### config.mk
export PLATFORM = sky130hd
export DESIGN_NAME = sound_voice_allocator
export DESIGN_NICKNAME = d
export VERILOG_FILES = /design/src/hw/rtl/svalloc_pkg.sv /design/src/hw/rtl/sound_voice_allocator.sv
export SDC_FILE = /design/constraint.sdc
export NUM_CORES = 2
export LEC_CHECK = 0
export BUFFER_PORTS_ARGS = -buffer_cell sky130_fd_sc_hd__buf_2
export CAP_MARGIN = 10
export CORE_MARGIN = 10
export CORE_UTILIZATION = 48
export DETAILED_ROUTE_END_ITERATION = 8
export PLACE_DENSITY = 0.59
export SETUP_SLACK_MARGIN = 0.05
export SYNTH_ARGS = -nofsm -noshare
export SYNTH_HDL_FRONTEND = slang
export SYNTH_SLANG_ARGS = --single-unit
### constraint.sdc
create_clock -name clk -period 5 [get_ports clk]
set_input_delay 0.25 -clock clk [delete_from_list [all_inputs] [get_ports clk]]
set_output_delay 0.25 -clock clk [all_outputs]
set_load 0.02 [all_outputs]
### src/hw/rtl/svalloc_pkg.sv
// Shared types and constants for the sound voice allocator.
`timescale 1ns / 1ps
package svalloc_pkg;
	localparam int NUM_VOICES_DEF = 32;
	localparam int RING_DEPTH_DEF = 8;
	localparam int NUM_SOUNDS_DEF = 128;

	localparam logic [5:0] SKIP_VOICE_A = 6'd16;
	localparam logic [5:0] SKIP_VOICE_B = 6'd17;

	typedef enum logic [2:0] {
		OP_PLAY      = 3'd0,
		OP_STOP_ONE  = 3'd1,
		OP_STOP_OWN  = 3'd2,
		OP_STOP_LOOP = 3'd3,
		OP_ADJUST    = 3'd4,
		OP_FRAME     = 3'd5
	} op_t;

	typedef enum logic [2:0] {
		ACT_KEY_ON    = 3'd0,
		ACT_KEY_OFF   = 3'd1,
		ACT_SET_LEVEL = 3'd2,
		ACT_DONE      = 3'd3,
		ACT_REJECT    = 3'd4
	} act_t;

	typedef enum logic [1:0] {
		RET_IDLE,
		RET_PRE,
		RET_POST
	} ret_t;

	typedef enum logic [3:0] {
		ST_IDLE,
		ST_LSCAN,
		ST_FRD,
		ST_FCHK,
		ST_TAKE_CHK,
		ST_RF_CHK,
		ST_RF_SCAN,
		ST_TAKE,
		ST_KEYON,
		ST_VSCAN,
		ST_DONE,
		ST_REJECT
	} state_t;
endpackage

### src/hw/rtl/sound_voice_allocator.sv
// Sound voice allocator: voice table, silent-voice ring and request sequencer.
`timescale 1ns / 1ps
// One request at a time. A scan op (stop one/owner/looped, adjust, looped play check)
// steps through the voice table one voice per cycle, unless a match waits on an output
// stall. A play adds a ring refill: a check step per refilled slot, then scan steps,
// at most NUM_VOICES scan steps per slot. Next frame goes straight to its done beat.
// After reset the ring is filled silently before the first request is taken. Each
// request ends with one done or rejected beat with tlast set.
module sound_voice_allocator import svalloc_pkg::*; #(
	parameter int NUM_VOICES = NUM_VOICES_DEF,
	parameter int RING_DEPTH = RING_DEPTH_DEF,
	parameter int NUM_SOUNDS = NUM_SOUNDS_DEF
) (
	input  logic        clk,
	input  logic        arst_n,
	input  logic        cfg_we,
	input  logic        cfg_wdata,
	input  logic        s_axis_tvalid,
	output logic        s_axis_tready,
	input  logic [39:0] s_axis_tdata,  // owner, sound_number, sound_looped, volume, pan
	input  logic [2:0]  s_axis_tuser,  // op
	output logic        m_axis_tvalid,
	input  logic        m_axis_tready,
	output logic [31:0] m_axis_tdata,  // voice, sound_id, level, pan_out
	output logic [2:0]  m_axis_tuser,  // action
	output logic        m_axis_tlast
);
	localparam int VW = $clog2(NUM_VOICES);
	localparam int RW = $clog2(RING_DEPTH);
	localparam int SW = (NUM_SOUNDS > 1) ? $clog2(NUM_SOUNDS) : 1;

	state_t state_q, state_d;
	ret_t   ret_q, ret_d;

	logic              stereo_q;
	logic [2:0]        op_q;
	logic [15:0]       owner_q;
	logic [6:0]        snd_q;
	logic              looped_q;
	logic [7:0]        vol_q;
	logic [4:0]        pan_q;

	logic [15:0]       owner_mem_q [NUM_VOICES];
	logic [6:0]        sound_tab_q [NUM_VOICES];
	logic [NUM_VOICES-1:0] busy_q, loops_q;
	logic [VW-1:0]     ring_q [RING_DEPTH];
	logic [RW-1:0]     head_q, tail_q;
	logic [VW-1:0]     scan_q, tries_q, vidx_q, take_v_q;
	logic [7:0]        frame_q;
	logic [7:0]        slf_mem [NUM_SOUNDS];
	logic [7:0]        slf_rd_q;
	logic [NUM_SOUNDS-1:0] slf_vld_q;

	logic              m_valid_q, m_last_q;
	logic [2:0]        m_act_q;
	logic [24:0]       m_data_q;

	logic              emit, emit_ok;
	act_t              e_act;
	logic [VW-1:0]     e_voice;
	logic              e_full;
	logic              scan_step, scan_start, ring_push, take, vidx_clr, vidx_inc;
	logic              busy_clr, keyon_wr, frame_inc, ret_we;

	logic [VW-1:0]     pn;
	logic              elig, m_own, m_snd, v_match;
	logic [RW-1:0]     head_nx, tail_nx;
	logic [SW-1:0]     sidx;

	function automatic logic [RW-1:0] rnext(input logic [RW-1:0] i);
		return (i == RW'(RING_DEPTH - 1)) ? '0 : i + 1'b1;
	endfunction

	assign pn      = (scan_q == VW'(NUM_VOICES - 1)) ? '0 : scan_q + 1'b1;
	assign elig    = (6'(pn) != SKIP_VOICE_A) && (6'(pn) != SKIP_VOICE_B)
	                 && !(busy_q[pn] && loops_q[pn]);
	assign head_nx = rnext(head_q);
	assign tail_nx = rnext(tail_q);
	assign sidx    = SW'(snd_q);
	assign m_own   = busy_q[vidx_q] && (owner_mem_q[vidx_q] == owner_q);
	assign m_snd   = m_own && (sound_tab_q[vidx_q] == snd_q);
	assign emit_ok = !m_valid_q || m_axis_tready;
	assign s_axis_tready = (state_q == ST_IDLE);

	always_comb begin
		case (op_q)
			OP_STOP_ONE:  v_match = m_snd;
			OP_STOP_LOOP: v_match = busy_q[vidx_q] && loops_q[vidx_q];
			default:      v_match = m_own;
		endcase
	end

	always_comb begin
		state_d = state_q;
		ret_d = ret_q;
		ret_we = 1'b0;
		emit = 1'b0;
		e_act = ACT_DONE;
		e_voice = '0;
		e_full = 1'b0;
		scan_step = 1'b0;
		scan_start = 1'b0;
		ring_push = 1'b0;
		take = 1'b0;
		vidx_clr = 1'b0;
		vidx_inc = 1'b0;
		busy_clr = 1'b0;
		keyon_wr = 1'b0;
		frame_inc = 1'b0;
		case (state_q)
			ST_IDLE: begin
				vidx_clr = 1'b1;
				if (s_axis_tvalid) begin
					case (s_axis_tuser)
						OP_PLAY: begin
							if ({2'b0, s_axis_tdata[22:16]} >= 9'(NUM_SOUNDS))
								state_d = ST_REJECT;
							else if (s_axis_tdata[23])
								state_d = ST_LSCAN;
							else
								state_d = ST_FRD;
						end
						OP_STOP_ONE, OP_STOP_OWN, OP_STOP_LOOP, OP_ADJUST: state_d = ST_VSCAN;
						OP_FRAME: state_d = ST_DONE;
						default: state_d = ST_REJECT;
					endcase
					frame_inc = (s_axis_tuser == OP_FRAME);
				end
			end
			ST_LSCAN: begin
				vidx_inc = 1'b1;
				if (m_snd)
					state_d = ST_REJECT;
				else if (vidx_q == VW'(NUM_VOICES - 1))
					state_d = ST_TAKE_CHK;
			end
			ST_FRD: state_d = ST_FCHK;
			ST_FCHK: begin
				if (slf_vld_q[sidx] && slf_rd_q == frame_q)
					state_d = ST_REJECT;
				else
					state_d = ST_TAKE_CHK;
			end
			ST_TAKE_CHK: begin
				if (head_q == tail_q) begin
					ret_d = RET_PRE;
					ret_we = 1'b1;
					state_d = ST_RF_CHK;
				end else begin
					state_d = ST_TAKE;
				end
			end
			ST_RF_CHK: begin
				if (head_nx == tail_q) begin
					case (ret_q)
						RET_PRE:  state_d = (head_q == tail_q) ? ST_REJECT : ST_TAKE;
						RET_POST: state_d = ST_KEYON;
						default:  state_d = ST_IDLE;
					endcase
				end else begin
					scan_start = 1'b1;
					state_d = ST_RF_SCAN;
				end
			end
			ST_RF_SCAN: begin
				if (elig) begin
					if (ret_q == RET_IDLE || emit_ok) begin
						scan_step = 1'b1;
						ring_push = 1'b1;
						emit = (ret_q != RET_IDLE);
						e_act = ACT_KEY_OFF;
						e_voice = pn;
						state_d = ST_RF_CHK;
					end
				end else begin
					scan_step = 1'b1;
					if (tries_q == VW'(NUM_VOICES - 1)) begin
						case (ret_q)
							RET_PRE:  state_d = (head_q == tail_q) ? ST_REJECT : ST_TAKE;
							RET_POST: state_d = ST_KEYON;
							default:  state_d = ST_IDLE;
						endcase
					end
				end
			end
			ST_TAKE: begin
				take = 1'b1;
				ret_d = RET_POST;
				ret_we = 1'b1;
				state_d = ST_RF_CHK;
			end
			ST_KEYON: begin
				if (emit_ok) begin
					emit = 1'b1;
					e_act = ACT_KEY_ON;
					e_voice = take_v_q;
					e_full = 1'b1;
					keyon_wr = 1'b1;
					state_d = ST_DONE;
				end
			end
			ST_VSCAN: begin
				if (v_match && !emit_ok) begin
					state_d = ST_VSCAN;
				end else begin
					vidx_inc = 1'b1;
					if (v_match) begin
						emit = 1'b1;
						e_voice = vidx_q;
						e_act = (op_q == OP_ADJUST) ? ACT_SET_LEVEL : ACT_KEY_OFF;
						e_full = (op_q == OP_ADJUST);
						busy_clr = (op_q != OP_ADJUST);
					end
					if ((v_match && op_q == OP_STOP_ONE) || vidx_q == VW'(NUM_VOICES - 1))
						state_d = ST_DONE;
				end
			end
			ST_DONE, ST_REJECT: begin
				if (emit_ok) begin
					emit = 1'b1;
					e_act = (state_q == ST_DONE) ? ACT_DONE : ACT_REJECT;
					state_d = ST_IDLE;
				end
			end
			default: state_d = ST_IDLE;
		endcase
	end

	always_ff @(posedge clk or negedge arst_n) begin
		if (!arst_n) begin
			state_q <= ST_RF_CHK;
			ret_q <= RET_IDLE;
		end else begin
			state_q <= state_d;
			if (ret_we)
				ret_q <= ret_d;
			else if (state_q == ST_IDLE)
				ret_q <= RET_PRE;
		end
	end

	always_ff @(posedge clk or negedge arst_n) begin
		if (!arst_n) begin
			stereo_q <= 1'b1;
			busy_q <= '0;
			loops_q <= '0;
			for (int i = 0; i < NUM_VOICES; i++)
				sound_tab_q[i] <= '0;
			head_q <= '0;
			tail_q <= '0;
			scan_q <= '0;
			tries_q <= '0;
			vidx_q <= '0;
			frame_q <= 8'd1;
			slf_vld_q <= '0;
			m_valid_q <= 1'b0;
		end else begin
			if (cfg_we)
				stereo_q <= cfg_wdata;
			if (vidx_clr)
				vidx_q <= '0;
			else if (vidx_inc)
				vidx_q <= vidx_q + 1'b1;
			if (scan_start)
				tries_q <= '0;
			else if (scan_step)
				tries_q <= tries_q + 1'b1;
			if (scan_step)
				scan_q <= pn;
			if (ring_push) begin
				head_q <= head_nx;
				busy_q[pn] <= 1'b0;
			end
			if (busy_clr)
				busy_q[vidx_q] <= 1'b0;
			if (take) begin
				tail_q <= tail_nx;
				if (!looped_q)
					slf_vld_q[sidx] <= 1'b1;
			end
			if (keyon_wr) begin
				busy_q[take_v_q] <= 1'b1;
				loops_q[take_v_q] <= looped_q;
				sound_tab_q[take_v_q] <= snd_q;
			end
			if (frame_inc) begin
				if (frame_q == 8'hff) begin
					frame_q <= 8'd1;
					slf_vld_q <= '0;
				end else begin
					frame_q <= frame_q + 8'd1;
				end
			end
			if (emit)
				m_valid_q <= 1'b1;
			else if (m_axis_tready)
				m_valid_q <= 1'b0;
		end
	end

	always_ff @(posedge clk) begin
		if (s_axis_tvalid && s_axis_tready) begin
			op_q <= s_axis_tuser;
			owner_q <= s_axis_tdata[15:0];
			snd_q <= s_axis_tdata[22:16];
			looped_q <= s_axis_tdata[23];
			vol_q <= s_axis_tdata[31:24];
			pan_q <= stereo_q ? s_axis_tdata[36:32] : 5'd0;
		end
		if (ring_push)
			ring_q[head_q] <= pn;
		if (take) begin
			take_v_q <= ring_q[tail_q];
			if (!looped_q)
				slf_mem[sidx] <= frame_q;
		end
		slf_rd_q <= slf_mem[sidx];
		if (keyon_wr)
			owner_mem_q[take_v_q] <= owner_q;
		if (emit) begin
			m_act_q <= e_act;
			m_last_q <= (e_act == ACT_DONE) || (e_act == ACT_REJECT);
			m_data_q <= {e_full ? pan_q : 5'd0,
			             e_full ? vol_q : 8'd0,
			             (e_act == ACT_KEY_ON) ? snd_q : 7'd0,
			             5'(e_voice)};
		end
	end

	assign m_axis_tvalid = m_valid_q;
	assign m_axis_tdata  = {7'd0, m_data_q};
	assign m_axis_tuser  = m_act_q;
	assign m_axis_tlast  = m_last_q;

	a_frame_nonzero: assert property (@(posedge clk) disable iff (!arst_n)
		frame_q != 8'd0) else $error("frame counter reached zero");
	a_busy_after_accept: assert property (@(posedge clk) disable iff (!arst_n)
		s_axis_tvalid && s_axis_tready |=> !s_axis_tready)
		else $error("ready held across an accepted request");
	a_ring_no_skip: assert property (@(posedge clk) disable iff (!arst_n)
		ring_push |-> (6'(pn) != SKIP_VOICE_A) && (6'(pn) != SKIP_VOICE_B))
		else $error("reserved voice pushed into silent ring");
	a_last_kind: assert property (@(posedge clk) disable iff (!arst_n)
		m_axis_tvalid && m_axis_tlast |->
		(m_axis_tuser == ACT_DONE) || (m_axis_tuser == ACT_REJECT))
		else $error("last beat is not done or rejected");
endmodule

Word level (Yosys, flattened, before mapping)
Memory sizes are Yosys's and may differ from the RTL's. A register that Yosys moved wholly into a read port is not among the register bits.
Cells that the tools add are included.
- $add $sub $neg: 6
- $lt $le $gt $ge: 11
- equal/unequal tests: 46
- muxes and demuxes: 115
- bitwise operators: 8
- reduce and logical (&&, ||, !) cells: 36
- operators with widths (operator ; count):
    $mux W128 ; 4
    $bwmux W224 ; 1
    $or A128 B128 Y128 ; 1
    $mux W32 ; 3
    $and A32 B32 Y32 ; 2
    $not A32 Y32 ; 2
    $mux W4 ; 13
    $mux W5 ; 10
    $pmux W4 S11 ; 1
    $mux W1 ; 42
    $bmux W7 S5 ; 1
    $demux W7 S5 ; 1
    $bwmux W32 ; 1
    $or A32 B32 Y32 ; 1
    $mux W2 ; 11
    $mux W7 ; 3
    $bmux W1 S5 ; 4
    $eq A3 B3 Y1 const B ; 6
    $lt A5 B6 Y1 const B ; 3
    $ne A3 B3 Y1 const B ; 6
    $eq A16 B16 Y1 ; 1
    $eq A4 B3 Y1 const B ; 4
    $eq A4 B4 Y1 const B ; 4
    $add A5 B1 Y5 const B ; 3
    other kinds (46) ; 94
- register bits after elaboration: 522
- RAM bits: 1576
- input bits: 49
- word-level logic and storage cells: 281
- memories kept: 3
- memories (memory ; depth ; bits a word ; rd ports ; clocked after memory_dff ; write ports ; RTL line ; text):
    slf_mem ; 128 ; 8 ; 1 ; 1 ; 1 ; sound_voice_allocator.sv:50 ; logic [7:0] slf_mem [NUM_SOUNDS];
    owner_mem_q ; 32 ; 16 ; 1 ; 0 ; 1 ; sound_voice_allocator.sv:43 ; logic [15:0] owner_mem_q [NUM_VOICES];
    ring_q ; 8 ; 5 ; 1 ; 1 ; 1 ; sound_voice_allocator.sv:46 ; logic [VW-1:0] ring_q [RING_DEPTH];

Depth between registers and ports, before layout
- word-level depth: 14
- depth in mapped cells: 17
- mapped depth without buffers: 14

Worst setup path after synthesis
OpenSTA, ideal clock, no wires.
- kind: register to register
- from: register scan_q[0]
- to: memory ring_q[4][0] (netlist name), enable pin
- setup time: 0.384 ns
- data arrival time: 4.183 ns
- data required time: 4.616 ns
- slack: 0.434 ns
- stages on the path, launching flop included: 14
- buffers on the path: 2
- period minus slack after synthesis: 4.566 ns
- cells stage by stage: dfrtp_1 -> ha_1 -> and3_1 -> ha_1 -> nor2_2 -> buf_4 -> mux4_2 -> mux2i_1 -> o32ai_1 -> nor2_1 -> o32ai_2 -> or3_1 -> clkbuf_1 -> nor4b_1
- word-level cells in the longest chain between the ends: 11
- elaborated cells between the ends (all ways): 17
- those cells by class: add/sub (1); eq/ne (3); mux (9); reduce/logical (4)
- RTL lines (element ; RTL line ; text):
    start, declared ; sound_voice_allocator.sv:48 ; logic [VW-1:0] scan_q, tries_q, vidx_q, take_v_q;
    start signal, assigned ; sound_voice_allocator.sv:269 ; scan_q <= pn;
    $add A5 B1 Y5 / $eq A5 B5 Y1 (equally long branches) ; sound_voice_allocator.sv:74 ; assign pn = (scan_q == VW'(NUM_VOICES - 1)) ? '0 : scan_q + 1'b1;
    $mux W5 * ; sound_voice_allocator.sv:74 ;
    via pn[0] ; sound_voice_allocator.sv:65 ; logic [VW-1:0] pn;
    $bmux W1 S5 ; sound_voice_allocator.sv:76 ; && !(busy_q[pn] && loops_q[pn]);
    $mux W1 (not written as such) ; sound_voice_allocator.sv:76 ;
    $logic_and A1 B1 Y1 ; sound_voice_allocator.sv:76 ;
    $logic_not A1 Y1 ; sound_voice_allocator.sv:76 ;
    $logic_and A1 B1 Y1 * ; sound_voice_allocator.sv:76 ;
    $mux W1 * ; sound_voice_allocator.sv:166 ; if (elig) begin
    $mux W1 * ; sound_voice_allocator.sv:110 ; case (state_q)
    $mux W1 * ; sound_voice_allocator.sv:310 ; if (ring_push)
    $mux W1 (not written as such) * ; sound_voice_allocator.sv:311 ; ring_q[head_q] <= pn;
    end, declared ; sound_voice_allocator.sv:46 ;
Mark *: on every way through the listed nets, which the timed path passes. The rest lies on a longest branch. The select of a mux whose other input is x is not followed.

Final worst setup path
- from: register vidx_q[1]
- to: register m_data_q[1], enable pin
- word-level cells in the longest chain between the ends: 10
- elaborated cells between the ends (all ways): 19
- those cells by class: eq/ne (2); mux (11); bitwise (1); reduce/logical (4); memory (1)
- RTL lines (element ; RTL line ; text):
    start, declared ; sound_voice_allocator.sv:48 ;
    start signal, assigned ; sound_voice_allocator.sv:263 ; vidx_q <= vidx_q + 1'b1;
    $not A5 Y6 (not written as such) ; sound_voice_allocator.sv:81 ; assign m_snd = m_own && (sound_tab_q[vidx_q] == snd_q);
    $bmux W7 S5 ; sound_voice_allocator.sv:81 ;
    $mux W7 (not written as such) (2 in a row) ; sound_voice_allocator.sv:81 ;
    $eq A7 B7 Y1 ; sound_voice_allocator.sv:81 ;
    $logic_and A1 B1 Y1 ; sound_voice_allocator.sv:81 ;
    $pmux W1 S2 * ; sound_voice_allocator.sv:86 ; case (op_q)
    $mux W1 / $logic_and A1 B1 Y1 (equally long branches) ; sound_voice_allocator.sv:207, sound_voice_allocator.sv:203 ;
    $mux W1 * ; sound_voice_allocator.sv:203 ; if (v_match && !emit_ok) begin
    $pmux W1 S3 * ; sound_voice_allocator.sv:110 ;
    via emit ; sound_voice_allocator.sv:58 ; logic emit, emit_ok;
    end signal, assigned ; sound_voice_allocator.sv:323 ; m_data_q <= {e_full ? pan_q : 5'd0,
    end, declared ; sound_voice_allocator.sv:56 ; logic [24:0] m_data_q;
Marks and branches as above.
A chain may end at the register's enable or synchronous reset.

==> impl_metrics.ini <==
[layout]
syn_to_final_growth_pct = 14.45
seq_area_um2 = 61090
drive_above_1_share_pct = 16.71
mostFrequentLayoutCell = edfxtp_1
layout_common_cells = 1650 x edfxtp_1, 481 x a22oi_1, 440 x dfrtp_1
fillers = 13962
design_area_um2 = 95700
multi_input_area_um2 = 21060
nNetsFinal = 5747

[timing]
rsz0062_at_grt = false
finalCriticalPeriod_ps = 4837
finalSetupViolCount = 0
finalMaxSlewViolations = 0
clock_skew_ps = 42.63
fin_crit_sh_pct = 96.75
finalHoldViolCount = 0
worstMarginPinSlew_ps = 1241
fin_tns_setup_ps = 0
fmax_mhz = 206.7
slew_headroom_pct = 16.97

[cts]
cts-root-buf = clkbuf_16
path_clk_slew_ps = 60
clk_latency_ps = 860
clockBufferDepth = 3
cts_sinks = 2111
tritoncts = yes
htree_levels = 4
cts_made_buffers = 213

[power]
p_total_mw = 44.00
switching_share_pct = 27.33
ir_worst_vdd_v = 0.0003441
pwr-share-comb_pct = 15.9
p_sw_mw = 12.03
clkPwrFrac_pct = 36.7
seqPwrFrac_pct = 47.4
internal_power_mw = 31.97
leakage_nw = 31.91
p_per_area_nw_per_um2 = 459.7

[setup_path]
slowest_stage = dfrtp_4
end_kind = flip-flop
required_ps = 5550
crit_fanout = 40
critPathKind = flip-flop to flip-flop
start_kind = flip-flop
crit_chain = buf_12 > buf_12 > mux2i_1 > o22ai_1 > nor4_1 > a21oi_1 > nor4_1 > and4_1 > o2111a_1 > nor3_1 > o32ai_1 > and2_1 > buf_4
max_stage_delay_ps = 740
cp.arrival_ps = 5390

[floorplan]
boundaryPins = 87
dieArea_um2 = 191300
core_area_um2 = 173600
row_count = 153
fp.dieH_um = 437.4
start_util_pct = 48.16
die_width_um = 437.4

[grt]
grt_pass1_wl_mm = 353.4
track_usage_pct = 24.92
grt_overflow = 0
grt_max_degree = 125
grt_antenna_before_repair = 2
grt_pass1_vias = 49969

[placement]
hpwl_mm = 143.4
gp_congestion = 0.8605
io_buffers = 76
placed_area_um2 = 88100

[synthesis]
synth_cell_types = 80
synth_top_area_share_pct = 59.26
synthTopCellsByArea = edfxtp_1 59%, dfrtp_1 13%, a22oi_1 4.3%
synthArstFlopShare_pct = 21.46
synth_edf_count = 1650
syn-cell-area_um2 = 83620
synth_seq_cells = 2111
synth-main-ff-cell = edfxtp_1
ys_seq_area_share_pct = 73.01
avgSynthCellArea_um2 = 15.42
netlist_instances = 5422
yosysWarnings = 0
yosys.area.top_type = edfxtp_1

[drt]
drt-initial-drc-count = 5465
route.vias.total = 50362
routed_wl_mm = 244.3
wl_per_cell_um = 29.82
drcViolationCount = 0
antenna_left = 0
viasPerCell = 6.148
drt_first_pass_iters = 5

[worst_hold_path]
hold_path.class = input pin to asynchronous set/reset pin

[flow_run]
maxCapViolCount = 0

[run_status]
status = complete, no violations
logic make-up after synthesis:
family                   after synthesis  synth area share (%)
flip-flops                          2111                 73.01
AND/OR/NAND/NOR                     1194                 6.602
AO/OA/AOI/OAI                       1050                 9.059
multiplexers                         604                 8.649
buffers and inverters                415                 2.089
XOR/XNOR                              26                0.2723
adder cells (fa/ha/maj)               21                0.3142
other                                  1              0.004485
path summary, 6_finish.rpt:
path                             startpoint               end  slack, ps  depth (start not counted)
hold / removal                       arst_n   sound_tab_q[72]         90                          2
min in group clk              m_axis_tready        state_q[2]        100                          6
max in group asynchronous            arst_n     slf_vld_q[59]       3480                          3
hold reg to reg            sound_tab_q[158]  sound_tab_q[158]        470                          2
setup reg to reg                  vidx_q[1]       m_data_q[1]        160                         13
setup / recovery                  vidx_q[1]       m_data_q[1]        160                         13
final cells by class:
class                   count  area share [%]
multi-input cells        2902           22.00
flip-flops and latches   2111           63.83
clock inverters           111           1.361
clock buffers             292           6.081
well taps                2325           3.040
diodes                      2        0.005230
repair buffers            393           3.454
inverters                  56          0.2210
state kept, by name, indices dropped and copies added (netlist names), 7 cells and up:
register / cells
busy_q: 32
frame_q: 8
loops_q: 32
m_data_q: 25
owner_mem_q: 512
owner_q: 16
ring_q: 40
sidx: 7
slf_mem: 1024
slf_rd_q: 8
slf_vld_q: 128
sound_tab_q: 224
vol_q: 8
synth_stat cells (all sizes together), types with 76 or more instances:
library cell  count
buf             137
dfrtp           449
mux2            188
edfxtp         1650
nand4           129
o21ai            88
o22ai           163
mux2i           340
mux4             76
clkbuf          222
a22oi           481
nor2            440
nand2           382
timing repair:
action | 4_1_cts | 5_1_grt
gates resized for setup | 0 | 2
hold endpoints to repair | 151 | 0
setup buffers | 1 | 0
hold buffers | 44 | 0
endpoints found under the setup margin | 40 | 44
layer usage:
metal / wire [um] / vias to the layer above / global-route usage, %
met5: 0 / - / 0
met4: 9958 / 0 / 9.759
met3: 16220 / 494 / 3.699
met2: 119600 / 2054 / 41.42
met1: 98520 / 26106 / 33.12
li1: - / 21708 / -
per-stage QoR:
step | cells | hold WS [ps] | worst slack [ps] | utilization [%]
6_report | 8192 | 89.22 | 162.8 | 55.12
5_1_grt | 8190 | 66.78 | 76.55 | 55.11
4_1_cts | 8190 | 13.53 | 73.93 | 55.11
3_5_place_dp | 7742 | 414.9 | -52.17 | 50.74
3_3_place_gp | 7742 | 404.4 | 38.46 | 50.74
2_1_floorplan | 5428 | -45.59 | 433.8 | -
critical path: cells and delay by family (launching register included):
| family | cells | cell delay, ps |
|---|---|---|
| AND/OR/NAND/NOR | 5 | 1950 |
| flip-flops | 1 | 740 |
| AO/OA/AOI/OAI | 4 | 780 |
| multiplexers | 1 | 230 |
| buffers and inverters | 3 | 800 |
power groups by stage:
stage	combinational, mW	sequential [mW]	clock [mW]
6_report	6.99	20.8	16.2
5_1_grt	7.46	20.9	17.1
4_1_cts	6.98	20.8	16.4
3_5_place_dp	6.89	21.2	0
3_3_place_gp	6.81	21.2	0
2_1_floorplan	4.27	21.0	0
Power figures use the tool's default switching activity.
